## src/hw/rtl/fcc_pkg.sv

```systemverilog
// Shared types and constants for the frame checker/classifier.
// Used by every module under hw/rtl; depends on nothing else.
`default_nettype none

package fcc_pkg;

  localparam int unsigned ByteW    = 8;
  localparam int unsigned LenW     = 10;   // frame_length and block size width
  localparam int unsigned StatusW  = 3;
  localparam int unsigned KindW    = 2;
  localparam int unsigned CfgIdxW  = 3;
  localparam int unsigned CfgDataW = 10;
  localparam int unsigned MaxCountDefault = 1023;
  localparam int unsigned ModelIdx = 199;  // byte holding the model revision
  localparam int unsigned MinFrame = 3;
  localparam int unsigned ModelMin = 3;

  // status codes
  localparam logic [StatusW-1:0] ST_VALID     = 3'd0;
  localparam logic [StatusW-1:0] ST_SHORT     = 3'd1;
  localparam logic [StatusW-1:0] ST_LEN_ERR   = 3'd2;
  localparam logic [StatusW-1:0] ST_HDR_ERR   = 3'd3;
  localparam logic [StatusW-1:0] ST_CSUM_ERR  = 3'd4;

  // block kinds
  localparam logic [KindW-1:0] KIND_MAIN    = 2'd0;
  localparam logic [KindW-1:0] KIND_EXTRA   = 2'd1;
  localparam logic [KindW-1:0] KIND_OPT     = 2'd2;
  localparam logic [KindW-1:0] KIND_UNKNOWN = 2'd3;

  // register indexes
  localparam logic [CfgIdxW-1:0] REG_HDR_READ   = 3'd0;
  localparam logic [CfgIdxW-1:0] REG_HDR_INIT   = 3'd1;
  localparam logic [CfgIdxW-1:0] REG_MAIN_SIZE  = 3'd2;
  localparam logic [CfgIdxW-1:0] REG_MAIN_TYPE  = 3'd3;
  localparam logic [CfgIdxW-1:0] REG_EXTRA_SIZE = 3'd4;
  localparam logic [CfgIdxW-1:0] REG_EXTRA_TYPE = 3'd5;
  localparam logic [CfgIdxW-1:0] REG_OPT_SIZE   = 3'd6;
  localparam logic [CfgIdxW-1:0] REG_OPT_TYPE   = 3'd7;

  typedef struct packed {
    logic [ByteW-1:0] hdr_read;
    logic [ByteW-1:0] hdr_init;
    logic [LenW-1:0]  main_size;
    logic [ByteW-1:0] main_type;
    logic [LenW-1:0]  extra_size;
    logic [ByteW-1:0] extra_type;
    logic [LenW-1:0]  opt_size;
    logic [ByteW-1:0] opt_type;
  } cfg_t;

  localparam cfg_t CfgReset = '{
    hdr_read:   8'd113,
    hdr_init:   8'd49,
    main_size:  10'd203,
    main_type:  8'd16,
    extra_size: 10'd203,
    extra_type: 8'd33,
    opt_size:   10'd20,
    opt_type:   8'd80
  };

  // one accepted input beat held in the input register
  typedef struct packed {
    logic             valid;
    logic             last;
    logic [ByteW-1:0] data;
  } beat_t;

  typedef struct packed {
    logic [StatusW-1:0] status;
    logic [KindW-1:0]   kind;
    logic               extra;
    logic [LenW-1:0]    length;
  } verdict_t;

endpackage

`default_nettype wire

```

## src/hw/rtl/frame_checker_classifier.sv

```systemverilog
// Frame checker/classifier top level: input register, frame evaluation,
// result register. Depends on fcc_pkg, fcc_cfg_regs, fcc_in_stage, fcc_frame_eval.
//
//  channel   | dir | handshake                     | payload
//  ----------+-----+-------------------------------+---------------------------------------
//  s_axis    | in  | s_axis_tvalid / s_axis_tready | tdata[7:0] frame_byte, tlast is_last
//  m_axis    | out | m_axis_tvalid / m_axis_tready | tuser status, block_kind;
//            |     |                               | tdata extra_available, frame_length
//  cfg       | in  | cfg_we_i (no back-pressure)   | cfg_addr_i index, cfg_wdata_i value
//
// One byte per cycle sustained unless a last byte stalls. A beat is held in the
// input register, where it updates the frame state; on the last byte the verdict
// is loaded into the result register, which drives m_axis_tvalid. A last byte
// waits in the input register while an unread verdict is held, and the input
// stalls behind it until m_axis_tready is seen.
// Reset clears frame state, sticky flag and configuration registers to their defaults.
`default_nettype none

module frame_checker_classifier #(
  parameter int unsigned MaxCount = fcc_pkg::MaxCountDefault
) (
  input  wire logic                         clk_i,
  input  wire logic                         rst_ni,
  input  wire logic                         s_axis_tvalid,
  output logic                              s_axis_tready,
  input  wire logic [7:0]                   s_axis_tdata,   // [7:0] frame_byte
  input  wire logic                         s_axis_tlast,
  output logic                              m_axis_tvalid,
  input  wire logic                         m_axis_tready,
  output logic [15:0]                       m_axis_tdata,   // [0] extra_available,
                                                            // [10:1] frame_length
  output logic [4:0]                        m_axis_tuser,   // [2:0] status,
                                                            // [4:3] block_kind
  output logic                              m_axis_tlast,
  input  wire logic                         cfg_we_i,
  input  wire logic [fcc_pkg::CfgIdxW-1:0]  cfg_addr_i,
  input  wire logic [fcc_pkg::CfgDataW-1:0] cfg_wdata_i
);

  fcc_pkg::cfg_t     cfg;
  fcc_pkg::beat_t    beat;
  fcc_pkg::verdict_t verdict;
  fcc_pkg::verdict_t res_q;
  logic              res_valid_d, res_valid_q;
  logic              res_free, advance;

  fcc_cfg_regs u_cfg (
    .clk_i,
    .rst_ni,
    .cfg_we_i,
    .cfg_addr_i,
    .cfg_wdata_i,
    .cfg_o (cfg)
  );

  assign res_free = !res_valid_q || m_axis_tready;
  assign advance  = beat.valid && (!beat.last || res_free);

  fcc_in_stage u_in (
    .clk_i,
    .rst_ni,
    .in_valid_i (s_axis_tvalid),
    .in_data_i  (s_axis_tdata),
    .in_last_i  (s_axis_tlast),
    .in_ready_o (s_axis_tready),
    .advance_i  (advance),
    .beat_o     (beat)
  );

  fcc_frame_eval #(
    .MaxCount (MaxCount)
  ) u_eval (
    .clk_i,
    .rst_ni,
    .cfg_i     (cfg),
    .beat_i    (beat),
    .fire_i    (advance),
    .verdict_o (verdict)
  );

  always_comb begin
    res_valid_d = res_valid_q;
    if (advance && beat.last) begin
      res_valid_d = 1'b1;
    end else if (m_axis_tready) begin
      res_valid_d = 1'b0;
    end
  end

  always_ff @(posedge clk_i or negedge rst_ni) begin
    if (!rst_ni) begin
      res_valid_q <= 1'b0;
    end else begin
      res_valid_q <= res_valid_d;
    end
  end

  always_ff @(posedge clk_i) begin
    if (advance && beat.last) begin
      res_q <= verdict;
    end
  end

  assign m_axis_tvalid = res_valid_q;
  assign m_axis_tlast  = 1'b1;  // each verdict is a one-beat packet
  assign m_axis_tuser  = {res_q.kind, res_q.status};
  assign m_axis_tdata  = {5'd0, res_q.length, res_q.extra};

endmodule

`default_nettype wire

```

## src/hw/rtl/fcc_cfg_regs.sv

```systemverilog
// Configuration register file of the frame checker.
// Depends on fcc_pkg.
`default_nettype none

module fcc_cfg_regs (
  input  wire logic                         clk_i,
  input  wire logic                         rst_ni,
  input  wire logic                         cfg_we_i,
  input  wire logic [fcc_pkg::CfgIdxW-1:0]  cfg_addr_i,
  input  wire logic [fcc_pkg::CfgDataW-1:0] cfg_wdata_i,
  output fcc_pkg::cfg_t                     cfg_o
);

  fcc_pkg::cfg_t cfg_d, cfg_q;

  always_comb begin
    cfg_d = cfg_q;
    if (cfg_we_i) begin
      case (cfg_addr_i)
        fcc_pkg::REG_HDR_READ:   cfg_d.hdr_read   = cfg_wdata_i[fcc_pkg::ByteW-1:0];
        fcc_pkg::REG_HDR_INIT:   cfg_d.hdr_init   = cfg_wdata_i[fcc_pkg::ByteW-1:0];
        fcc_pkg::REG_MAIN_SIZE:  cfg_d.main_size  = cfg_wdata_i[fcc_pkg::LenW-1:0];
        fcc_pkg::REG_MAIN_TYPE:  cfg_d.main_type  = cfg_wdata_i[fcc_pkg::ByteW-1:0];
        fcc_pkg::REG_EXTRA_SIZE: cfg_d.extra_size = cfg_wdata_i[fcc_pkg::LenW-1:0];
        fcc_pkg::REG_EXTRA_TYPE: cfg_d.extra_type = cfg_wdata_i[fcc_pkg::ByteW-1:0];
        fcc_pkg::REG_OPT_SIZE:   cfg_d.opt_size   = cfg_wdata_i[fcc_pkg::LenW-1:0];
        fcc_pkg::REG_OPT_TYPE:   cfg_d.opt_type   = cfg_wdata_i[fcc_pkg::ByteW-1:0];
        default:                 cfg_d = cfg_q;
      endcase
    end
  end

  always_ff @(posedge clk_i or negedge rst_ni) begin
    if (!rst_ni) begin
      cfg_q <= fcc_pkg::CfgReset;
    end else begin
      cfg_q <= cfg_d;
    end
  end

  assign cfg_o = cfg_q;

endmodule

`default_nettype wire

```

## src/hw/rtl/fcc_in_stage.sv

```systemverilog
// Input register of the frame checker: holds one accepted beat.
// Depends on fcc_pkg.
`default_nettype none

module fcc_in_stage (
  input  wire logic                      clk_i,
  input  wire logic                      rst_ni,
  input  wire logic                      in_valid_i,
  input  wire logic [fcc_pkg::ByteW-1:0] in_data_i,
  input  wire logic                      in_last_i,
  output logic                           in_ready_o,
  input  wire logic                      advance_i,  // held beat is consumed this cycle
  output fcc_pkg::beat_t                 beat_o
);

  logic                      valid_d, valid_q;
  logic                      last_q;
  logic [fcc_pkg::ByteW-1:0] data_q;
  logic                      take;

  assign in_ready_o = !valid_q || advance_i;
  assign take       = in_valid_i && in_ready_o;

  always_comb begin
    valid_d = valid_q;
    if (take) begin
      valid_d = 1'b1;
    end else if (advance_i) begin
      valid_d = 1'b0;
    end
  end

  always_ff @(posedge clk_i or negedge rst_ni) begin
    if (!rst_ni) begin
      valid_q <= 1'b0;
    end else begin
      valid_q <= valid_d;
    end
  end

  always_ff @(posedge clk_i) begin
    if (take) begin
      data_q <= in_data_i;
      last_q <= in_last_i;
    end
  end

  assign beat_o = '{valid: valid_q, last: last_q, data: data_q};

endmodule

`default_nettype wire

```

## src/hw/rtl/fcc_frame_eval.sv

```systemverilog
// Per-frame state (count, sum, captured bytes), sticky flag and verdict logic.
// Depends on fcc_pkg.
`default_nettype none

module fcc_frame_eval #(
  parameter int unsigned MaxCount = fcc_pkg::MaxCountDefault
) (
  input  wire logic           clk_i,
  input  wire logic           rst_ni,
  input  wire fcc_pkg::cfg_t  cfg_i,
  input  wire fcc_pkg::beat_t beat_i,
  input  wire logic           fire_i,     // beat_i is consumed this cycle
  output fcc_pkg::verdict_t   verdict_o   // meaningful when a last beat fires
);

  localparam int unsigned CntBits = $clog2(MaxCount + 1);
  localparam int unsigned CntW    = (CntBits > fcc_pkg::LenW) ? CntBits : fcc_pkg::LenW;

  logic [CntW-1:0]           cnt_d, cnt_q;
  logic [fcc_pkg::ByteW-1:0] sum_d, sum_q;
  logic [fcc_pkg::ByteW-1:0] first_d, first_q;
  logic [fcc_pkg::ByteW-1:0] len_d, len_q;
  logic [fcc_pkg::ByteW-1:0] type_d, type_q;
  logic                      model_d, model_q;
  logic                      extra_d, extra_q;

  logic [CntW-1:0]           cnt_n;
  logic [fcc_pkg::ByteW-1:0] sum_n, first_n, len_n, type_n;
  logic                      model_n;
  logic                      hdr_read_hit, hdr_ok;
  logic                      set_extra;

  // state as it stands after the current beat
  always_comb begin
    first_n = (cnt_q == CntW'(0)) ? beat_i.data : first_q;
    len_n   = (cnt_q == CntW'(1)) ? beat_i.data : len_q;
    type_n  = (cnt_q == CntW'(3)) ? beat_i.data : type_q;
    model_n = (cnt_q == CntW'(fcc_pkg::ModelIdx))
              ? (beat_i.data >= fcc_pkg::ByteW'(fcc_pkg::ModelMin)) : model_q;
    sum_n   = sum_q + beat_i.data;
    cnt_n   = (cnt_q < CntW'(MaxCount)) ? cnt_q + CntW'(1) : cnt_q;
  end

  always_comb begin
    hdr_read_hit = (first_n == cfg_i.hdr_read);
    hdr_ok       = hdr_read_hit || (first_n == cfg_i.hdr_init);

    if (cnt_n < CntW'(fcc_pkg::MinFrame)) begin
      verdict_o.status = fcc_pkg::ST_SHORT;
    end else if (CntW'(len_n) + CntW'(fcc_pkg::MinFrame) != cnt_n) begin
      verdict_o.status = fcc_pkg::ST_LEN_ERR;
    end else if (!hdr_ok) begin
      verdict_o.status = fcc_pkg::ST_HDR_ERR;
    end else if (sum_n != '0) begin
      verdict_o.status = fcc_pkg::ST_CSUM_ERR;
    end else begin
      verdict_o.status = fcc_pkg::ST_VALID;
    end

    set_extra      = 1'b0;
    verdict_o.kind = fcc_pkg::KIND_UNKNOWN;
    if (verdict_o.status == fcc_pkg::ST_VALID) begin
      if (cnt_n == CntW'(cfg_i.main_size) && type_n == cfg_i.main_type) begin
        verdict_o.kind = fcc_pkg::KIND_MAIN;
        set_extra      = hdr_read_hit && model_n;
      end else if (cnt_n == CntW'(cfg_i.extra_size) && type_n == cfg_i.extra_type) begin
        verdict_o.kind = fcc_pkg::KIND_EXTRA;
      end else if (cnt_n == CntW'(cfg_i.opt_size) && type_n == cfg_i.opt_type) begin
        verdict_o.kind = fcc_pkg::KIND_OPT;
      end
    end

    verdict_o.extra  = extra_q || set_extra;
    verdict_o.length = cnt_n[fcc_pkg::LenW-1:0];
  end

  always_comb begin
    cnt_d   = cnt_q;
    sum_d   = sum_q;
    first_d = first_q;
    len_d   = len_q;
    type_d  = type_q;
    model_d = model_q;
    extra_d = extra_q;
    if (fire_i) begin
      if (beat_i.last) begin
        // verdict given: start a fresh frame
        cnt_d   = '0;
        sum_d   = '0;
        first_d = '0;
        len_d   = '0;
        type_d  = '0;
        model_d = 1'b0;
        extra_d = verdict_o.extra;
      end else begin
        cnt_d   = cnt_n;
        sum_d   = sum_n;
        first_d = first_n;
        len_d   = len_n;
        type_d  = type_n;
        model_d = model_n;
      end
    end
  end

  always_ff @(posedge clk_i or negedge rst_ni) begin
    if (!rst_ni) begin
      cnt_q   <= '0;
      sum_q   <= '0;
      first_q <= '0;
      len_q   <= '0;
      type_q  <= '0;
      model_q <= 1'b0;
      extra_q <= 1'b0;
    end else begin
      cnt_q   <= cnt_d;
      sum_q   <= sum_d;
      first_q <= first_d;
      len_q   <= len_d;
      type_q  <= type_d;
      model_q <= model_d;
      extra_q <= extra_d;
    end
  end

endmodule

`default_nettype wire

```

## config.mk

```make
export PLATFORM = sky130hd
export DESIGN_NAME = frame_checker_classifier
export DESIGN_NICKNAME = d
export VERILOG_FILES = /design/src/hw/rtl/fcc_pkg.sv /design/src/hw/rtl/frame_checker_classifier.sv /design/src/hw/rtl/fcc_cfg_regs.sv /design/src/hw/rtl/fcc_in_stage.sv /design/src/hw/rtl/fcc_frame_eval.sv
export SDC_FILE = /design/constraint.sdc
export NUM_CORES = 1
export LEC_CHECK = 0
export ABC_AREA = 1
export BUFFER_PORTS_ARGS = -buffer_cell sky130_fd_sc_hd__buf_2
export CAP_MARGIN = 20
export CORE_MARGIN = 10
export CORE_UTILIZATION = 47
export DETAILED_ROUTE_END_ITERATION = 8
export HOLD_SLACK_MARGIN = 0.02
export SKIP_CTS_REPAIR_TIMING = 1
export SYNTH_ARGS = -nofsm -noshare
export SYNTH_HDL_FRONTEND = slang
export SYNTH_SLANG_ARGS = --single-unit
```

## constraint.sdc

```tcl
create_clock -name clk_i -period 6.05 [get_ports clk_i]
set_input_delay 1.21 -clock clk_i [delete_from_list [all_inputs] [get_ports clk_i]]
set_output_delay 1.21 -clock clk_i [all_outputs]
set_load 0.01 [all_outputs]
```

# Yosys cells after proc, flatten, opt, wreduce, memory -nomap -nowiden
# Index checks and enable logic that the tools add are counted.
[totals]
ff_bits = 141
in_bits = 27
elab_cells = 102
[op_classes]
add_sub_neg = 3
order_cmp = 3
n_eq_ne = 19
n_mux = 24
n_reduce_logical = 30
[ops]
columns = ["cell", "n"]
rows = [
  ["8-bit two-way mux", 7],
  ["8-bit equality test", 5],
  ["10-bit equality test", 3],
  ["10-bit two-way mux", 2],
  ["2-bit AND reduction", 9],
  ["3-bit equality test, second input constant", 4],
  ["3-bit two-way mux", 4],
  ["10-bit by 1-bit adder with 10-bit output, second input constant", 1],
  ["10-bit by 1-bit equality test with 1-bit output, second input constant", 1],
  ["10-bit by 2-bit equality test with 1-bit output, second input constant", 1],
  ["10-bit by 8-bit equality test with 1-bit output, second input constant", 1],
  ["10-bit zero test", 1],
  ["10-bit less-than comparator, second input constant", 1],
  ["10-bit by 2-bit less-than comparator with 1-bit output, second input constant", 1],
  ["10-bit inequality test", 1],
  ["8-bit by 2-bit adder with 9-bit output, second input constant", 1],
  ["1-bit two-way mux", 9],
  ["8-bit adder", 1],
  ["8-bit by 2-bit greater-or-equal comparator with 1-bit output, second input constant", 1],
  ["8-bit nonzero test", 1],
  ["1-bit logical AND", 7],
  ["3-bit by 2-bit equality test with 1-bit output, second input constant", 2],
  ["3-bit zero test", 2],
  ["1-bit logical OR", 5],
  ["other kinds (4)", 8],
]

# Logic depth before layout (Yosys ltp)
[depth]
word_depth = 10
ltp_mapped = 21
mapped_depth_nobuf = 21

# Modules after synthesis
# Synthesis repeated with hierarchy kept, for this count alone.
[unflattened]
cells_unflattened = 1018
area_unflattened_um2 = 7963.9
[by_module_without_submodules]
columns = ["mod", "instances", "cells_per_inst", "area_each_um2"]
rows = [
  ["fcc_frame_eval", 1, 644, 4201.5],
  ["fcc_cfg_regs", 1, 322, 2826.5],
  ["frame_checker_classifier", 1, 35, 605.6],
  ["fcc_in_stage", 1, 17, 330.3],
]

# Worst setup path after synthesis
# No wires, ideal clock.
[synth_timing]
path_type = "in2out"
start = "in m_axis_tready"
end = "out s_axis_tready"
arrival_ns = 1.474
required_ns = 4.840
path_slack_ns = 3.366
stages = 2
path_cell_list = "nor2_1 -> nand3_1"
[synth_via]
elab_chain_cells = 4
[synth_rtl]
columns = ["item", "line", "rtl"]
rows = [
  ["start, declared", "frame_checker_classifier.sv:29", "input wire logic m_axis_tready,"],
  ["1-bit logical OR", "frame_checker_classifier.sv:56", "assign res_free = !res_valid_q || m_axis_tready;"],
  ["1-bit logical OR", "frame_checker_classifier.sv:57", "assign advance = beat.valid && (!beat.last || res_free);"],
  ["1-bit logical AND", "frame_checker_classifier.sv:57", ""],
  ["1-bit logical OR", "fcc_in_stage.sv:21", "assign in_ready_o = !valid_q || advance_i;"],
  ["end, declared", "frame_checker_classifier.sv:25", "output logic s_axis_tready,"],
]
# No other way between the ends.

# Worst setup path in the final report
[layout_timing]
start = "reg u_eval.cnt_q[0]"
end = "reg res_q, in the netlist m_axis_tuser[4], data pin"
[layout_via]
elab_cells_between_ends = 27
[layout_lines]
columns = ["item", "line", "rtl"]
rows = [
  ["start, declared", "fcc_frame_eval.sv:19", "logic [CntW-1:0] cnt_d, cnt_q;"],
  ["start signal, assigned", "fcc_frame_eval.sv:116", "cnt_q <= cnt_d;"],
  ["10-bit by 1-bit adder with 10-bit output or 10-bit less-than comparator (tied branches)", "fcc_frame_eval.sv:41", "cnt_n = (cnt_q < CntW'(MaxCount)) ? cnt_q + CntW'(1) : cnt_q;"],
  ["10-bit two-way mux (*)", "fcc_frame_eval.sv:41", ""],
  ["via u_eval.cnt_n[4]", "fcc_frame_eval.sv:27", "logic [CntW-1:0] cnt_n;"],
  ["branches (longest 4 deep; another with 10-bit by 2-bit less-than comparator with 1-bit output)", "-", ""],
  ["end signal, assigned", "frame_checker_classifier.sv:100", "res_q <= verdict;"],
  ["end, declared", "frame_checker_classifier.sv:43", "fcc_pkg::verdict_t res_q;"],
]
# Mark *: on every way through the listed nets, which the timed path passes.
# A chain may end at the register's enable or synchronous reset.

==> qor.yml <==
run_status:
  run_status: "finished, final reports clean"
sta:
  final_min_period_ps: 3010
  total_of_endpoints_with_negative_setup_slack_in_the_final_report: 0
  unrepaired_setup_endpoints_after_global_routing: "no"
  finalCritPeriodShare_pct: 49.8
  max_clock_freq_mhz: 332
  final_hold_viol_count: 0
  clock-skew-final_ps: 13.7
  tns_ps: 0
  timing.max_slew.rel_slack_pct: 42.1
  slew_at_the_pin_closest_to_its_max_slew_limit_ps: 869
  final_max_slew_viol_count: 0
synthesis:
  synth_fa_ha_area_share_pct: 2.04
  xor_and_xnor_area_share_after_synthesis_pct: 5.45
  post_synth.cell_area_avg_um2: 8.29
  synth.distinct_cells: 44
  number_of_flops_mapped_to_enable_cells_by_yosys: 25
  synth_compound_area_share_pct: 11.6
  postSynth.topFlopCell: "sky130_fd_sc_hd__dfrtp_1"
  ys_seq_elements: 141
  main_combinational_cell_family_by_area_after_synthesis: "simple AND/OR/NAND/NOR gates"
  synthesis.yosys.warnings: 0
  postSynthCellCount: 930
  synth_sequential_area_ratio_pct: 47.8
  syn-cell-area_mm2: 0.00771
  synth_mux_area_share_pct: 0
  synth-async-reset-ratio_pct: 82.3
  synth-simple-area-share_pct: 25.8
finish:
  finalNonFillerCells: 1202
  antenna-diode-count: 0
  fill_cells: 1549
  post_route_cells_drive_above_1_share_pct: 16.5
  area_delta_synth_final_pct: 12.4
  nets: 1012
setup_path:
  critPathArrivalTime_ps: 3190
  cp-end-kind: "register"
  timing.critical_path.slowest_stage_cell: "sky130_fd_sc_hd__dfrtp_1"
  worst_path_max_fanout: 7
  critical_path.cell_chain: "ha_1, inv_1, nor2_1, xor2_1, nand2_1, xor2_1, nor4_1, nand4_1, nand2_1, nand3_1"
  setup_slack_reg_to_reg_ps: 3040
  timing.setup.critical_path_class: "reg -> reg"
  max_stage_delay_ps: 500
  worstPathRequired_ps: 6230
  worstSetupStartpointType: "register"
detailed_routing:
  post_drt_via_cell_ratio: 5.13
  routed_wire_length_per_instance_um: 16.3
  vias: 6167
  detail_route.drc_violations: 0
  drtIter0Drc: 452
  drt_pass1_iterations: 5
  routed_wl_mm: 19.6
  antenna_left: 0
clock_tree:
  cts_tree: "yes"
  cts_root_buffer: "sky130_fd_sc_hd__clkbuf_16"
  clkSlewWorstSetupHoldPaths_ps: 60
  h-tree-depth: 4
  insertion_delay_ps: 430
  numCtsBuffers: 17
  cts_sinks: 141
  ctsLongestPathBuffers: 2
floorplanning:
  floorplan.initialDensity_pct: 48.2
  die_y_um: 148
  placementRows: 46
  core-area_mm2: 0.0160
  die_width_um: 148
  num_io_pins: 51
  dieArea_mm2: 0.0219
pwr:
  netSwitchingFraction_pct: 35.9
  p_per_area_mw_per_mm2: 380
  ir_worst_vdd_uv: 221
  clockPowerShare_pct: 30.3
  power.sequential.fraction_pct: 38.6
  comb_power_share_pct: 31.1
  cellLeakagePower_nw: 4.13
  p_switching_mw: 1.18
  p_int_mw: 2.11
placement:
  place_hpwl_mm: 13.9
  numPortBuffers: 44
  numPlacedInstances: 1170
  gp_congestion: 0.917
job:
  drv.max_cap_violation_count: 0
global_route:
  gr-usage-all-layers_pct: 18.5
  grt_pass1_wl_mm: 32.0
  global_route_congestion_overflow_total: 0
  initial_antenna_violation_count: 0
  first_global_vias: 6108
  pin_count_of_the_biggest_net_entering_global_routing: 66
min_path:
  hold_path.class: "reg -> reg"
## cell usage in the layout, fill, tap and decap left out, types with 6 or more instances in the layout
cell type,Yosys,final
sky130_fd_sc_hd__nand2_2,21,22
sky130_fd_sc_hd__nor2_2,7,7
sky130_fd_sc_hd__a21oi_1,16,16
sky130_fd_sc_hd__clkbuf_16,0,19
sky130_fd_sc_hd__xnor2_1,14,14
sky130_fd_sc_hd__buf_2,0,43
sky130_fd_sc_hd__nand4_1,12,12
sky130_fd_sc_hd__o22ai_1,32,32
sky130_fd_sc_hd__xor2_1,34,34
sky130_fd_sc_hd__edfxtp_1,25,25
sky130_fd_sc_hd__nand3_1,53,53
sky130_fd_sc_hd__nor2_4,7,7
sky130_fd_sc_hd__dfrtp_1,92,92
sky130_fd_sc_hd__o21ai_2,9,9
sky130_fd_sc_hd__nor2_1,51,51
sky130_fd_sc_hd__ha_1,11,11
sky130_fd_sc_hd__inv_1,107,107
sky130_fd_sc_hd__dfstp_2,24,24
sky130_fd_sc_hd__o21ai_0,89,89
sky130_fd_sc_hd__conb_1,2,6
sky130_fd_sc_hd__nand2_1,259,258
## final cells by class
class | instances | area (µm²) | area share (%)
sequential | 141 | 3680 | 42.5
multi-input combinational | 658 | 3480 | 40.2
clock buffer | 19 | 475 | 5.48
inverter | 108 | 405 | 4.68
tap | 216 | 270 | 3.12
timing repair buffer | 47 | 265 | 3.06
clock inverter | 13 | 85.1 | 0.982
## path summary, 6_finish.rpt
kind	startpoint	endpoint	cells past startpoint
max	u_eval.cnt_q[0]	m_axis_tuser[4]	10
min	u_eval.extra_q	u_eval.extra_q	1
max reg2reg	u_eval.cnt_q[0]	m_axis_tuser[4]	10
min reg2reg	u_eval.extra_q	u_eval.extra_q	1
max in group asynchronous	rst_ni	u_cfg.cfg_o[15]	2
min in group asynchronous	rst_ni	u_eval.sum_q[4]	1
## logic make-up after synthesis
logic type | count (synthesis)
simple gates | 436
buf+inv | 135
compound gates | 156
flops | 141
fa+ha+maj | 12
xor+xnor | 48
other cells | 2
## cell usage after synthesis, types with 2 or more instances
library cell | number | area share, %
sky130_fd_sc_hd__nand2_1 | 259 | 13
sky130_fd_sc_hd__inv_1 | 107 | 5.2
sky130_fd_sc_hd__dfrtp_1 | 92 | 30
sky130_fd_sc_hd__o21ai_0 | 89 | 5.8
sky130_fd_sc_hd__nand3_1 | 53 | 3.4
sky130_fd_sc_hd__nor2_1 | 51 | 2.5
sky130_fd_sc_hd__xor2_1 | 34 | 3.9
sky130_fd_sc_hd__o22ai_1 | 32 | 2.6
sky130_fd_sc_hd__edfxtp_1 | 25 | 9.7
sky130_fd_sc_hd__dfstp_2 | 24 | 8.2
sky130_fd_sc_hd__nand2_2 | 21 | 1.7
sky130_fd_sc_hd__clkbuf_1 | 19 | 0.92
sky130_fd_sc_hd__a21oi_1 | 16 | 1.0
sky130_fd_sc_hd__xnor2_1 | 14 | 1.6
sky130_fd_sc_hd__nand4_1 | 12 | 0.97
sky130_fd_sc_hd__ha_1 | 11 | 1.8
sky130_fd_sc_hd__o21ai_2 | 9 | 1.0
sky130_fd_sc_hd__nor2_2 | 7 | 0.57
sky130_fd_sc_hd__nor2_4 | 7 | 1.0
sky130_fd_sc_hd__buf_4 | 6 | 0.58
sky130_fd_sc_hd__nand2_4 | 5 | 0.73
sky130_fd_sc_hd__nand3_2 | 5 | 0.65
sky130_fd_sc_hd__nor4_1 | 4 | 0.32
sky130_fd_sc_hd__nand3b_1 | 3 | 0.29
sky130_fd_sc_hd__buf_12 | 2 | 0.52
sky130_fd_sc_hd__conb_1 | 2 | 0.097
sky130_fd_sc_hd__nor3_1 | 2 | 0.13
sky130_fd_sc_hd__o2111ai_1 | 2 | 0.23
sky130_fd_sc_hd__o211ai_1 | 2 | 0.19
## flip-flops by register name (all words and copies together), names as in the netlist, 5 cells and up
name and flops:
m_axis_tdata 11, m_axis_tuser 5, u_cfg.cfg_o 70, u_eval.cnt_q 10, u_eval.first_q 8, u_eval.len_q 8, u_eval.sum_q 8, u_eval.type_q 8
u_in.data_q 8
## power groups by stage
| stage | clock network, mW | registers (mW) | logic (mW) |
|---|---|---|---|
| after global placement | 0 | 1.28 | 1.00 |
| final | 0.998 | 1.27 | 1.02 |
| after detailed placement | 0 | 1.29 | 1.02 |
| after global routing | 1.06 | 1.29 | 1.18 |
| after floorplan | 0 | 1.26 | 0.816 |
| after CTS | 1.01 | 1.27 | 1.03 |
## through the flow
stage               instance area [µm²]  hold slack (ps)  worst slack (ps)  total power, mW  util (%)
floorplan                          7730              442              3370             2.08         -
CTS                                8670              476              3090             3.31      54.2
global placement                   8080              461              2150             2.29      50.5
detailed placement                 8110              457              2730             2.31      50.7
finish                             8670              473              3040             3.30      54.2
global route                       8670              483              2810             3.53      54.2
## critical path, delay by kind of cell (launching register included)
kind | cells | cell delay, ps
buf+inv | 1 | 140
flops | 1 | 500
fa+ha+maj | 1 | 270
xor+xnor | 2 | 410
simple gates | 6 | 1430
## metal layers
metal  wire length [µm]  GRT usage, %
met5                  0             0
met4                465          7.23
met3                998          3.94
met2               8980          29.0
met1               9140          24.4
No activity file was read; power rests on OpenSTA's default activity.
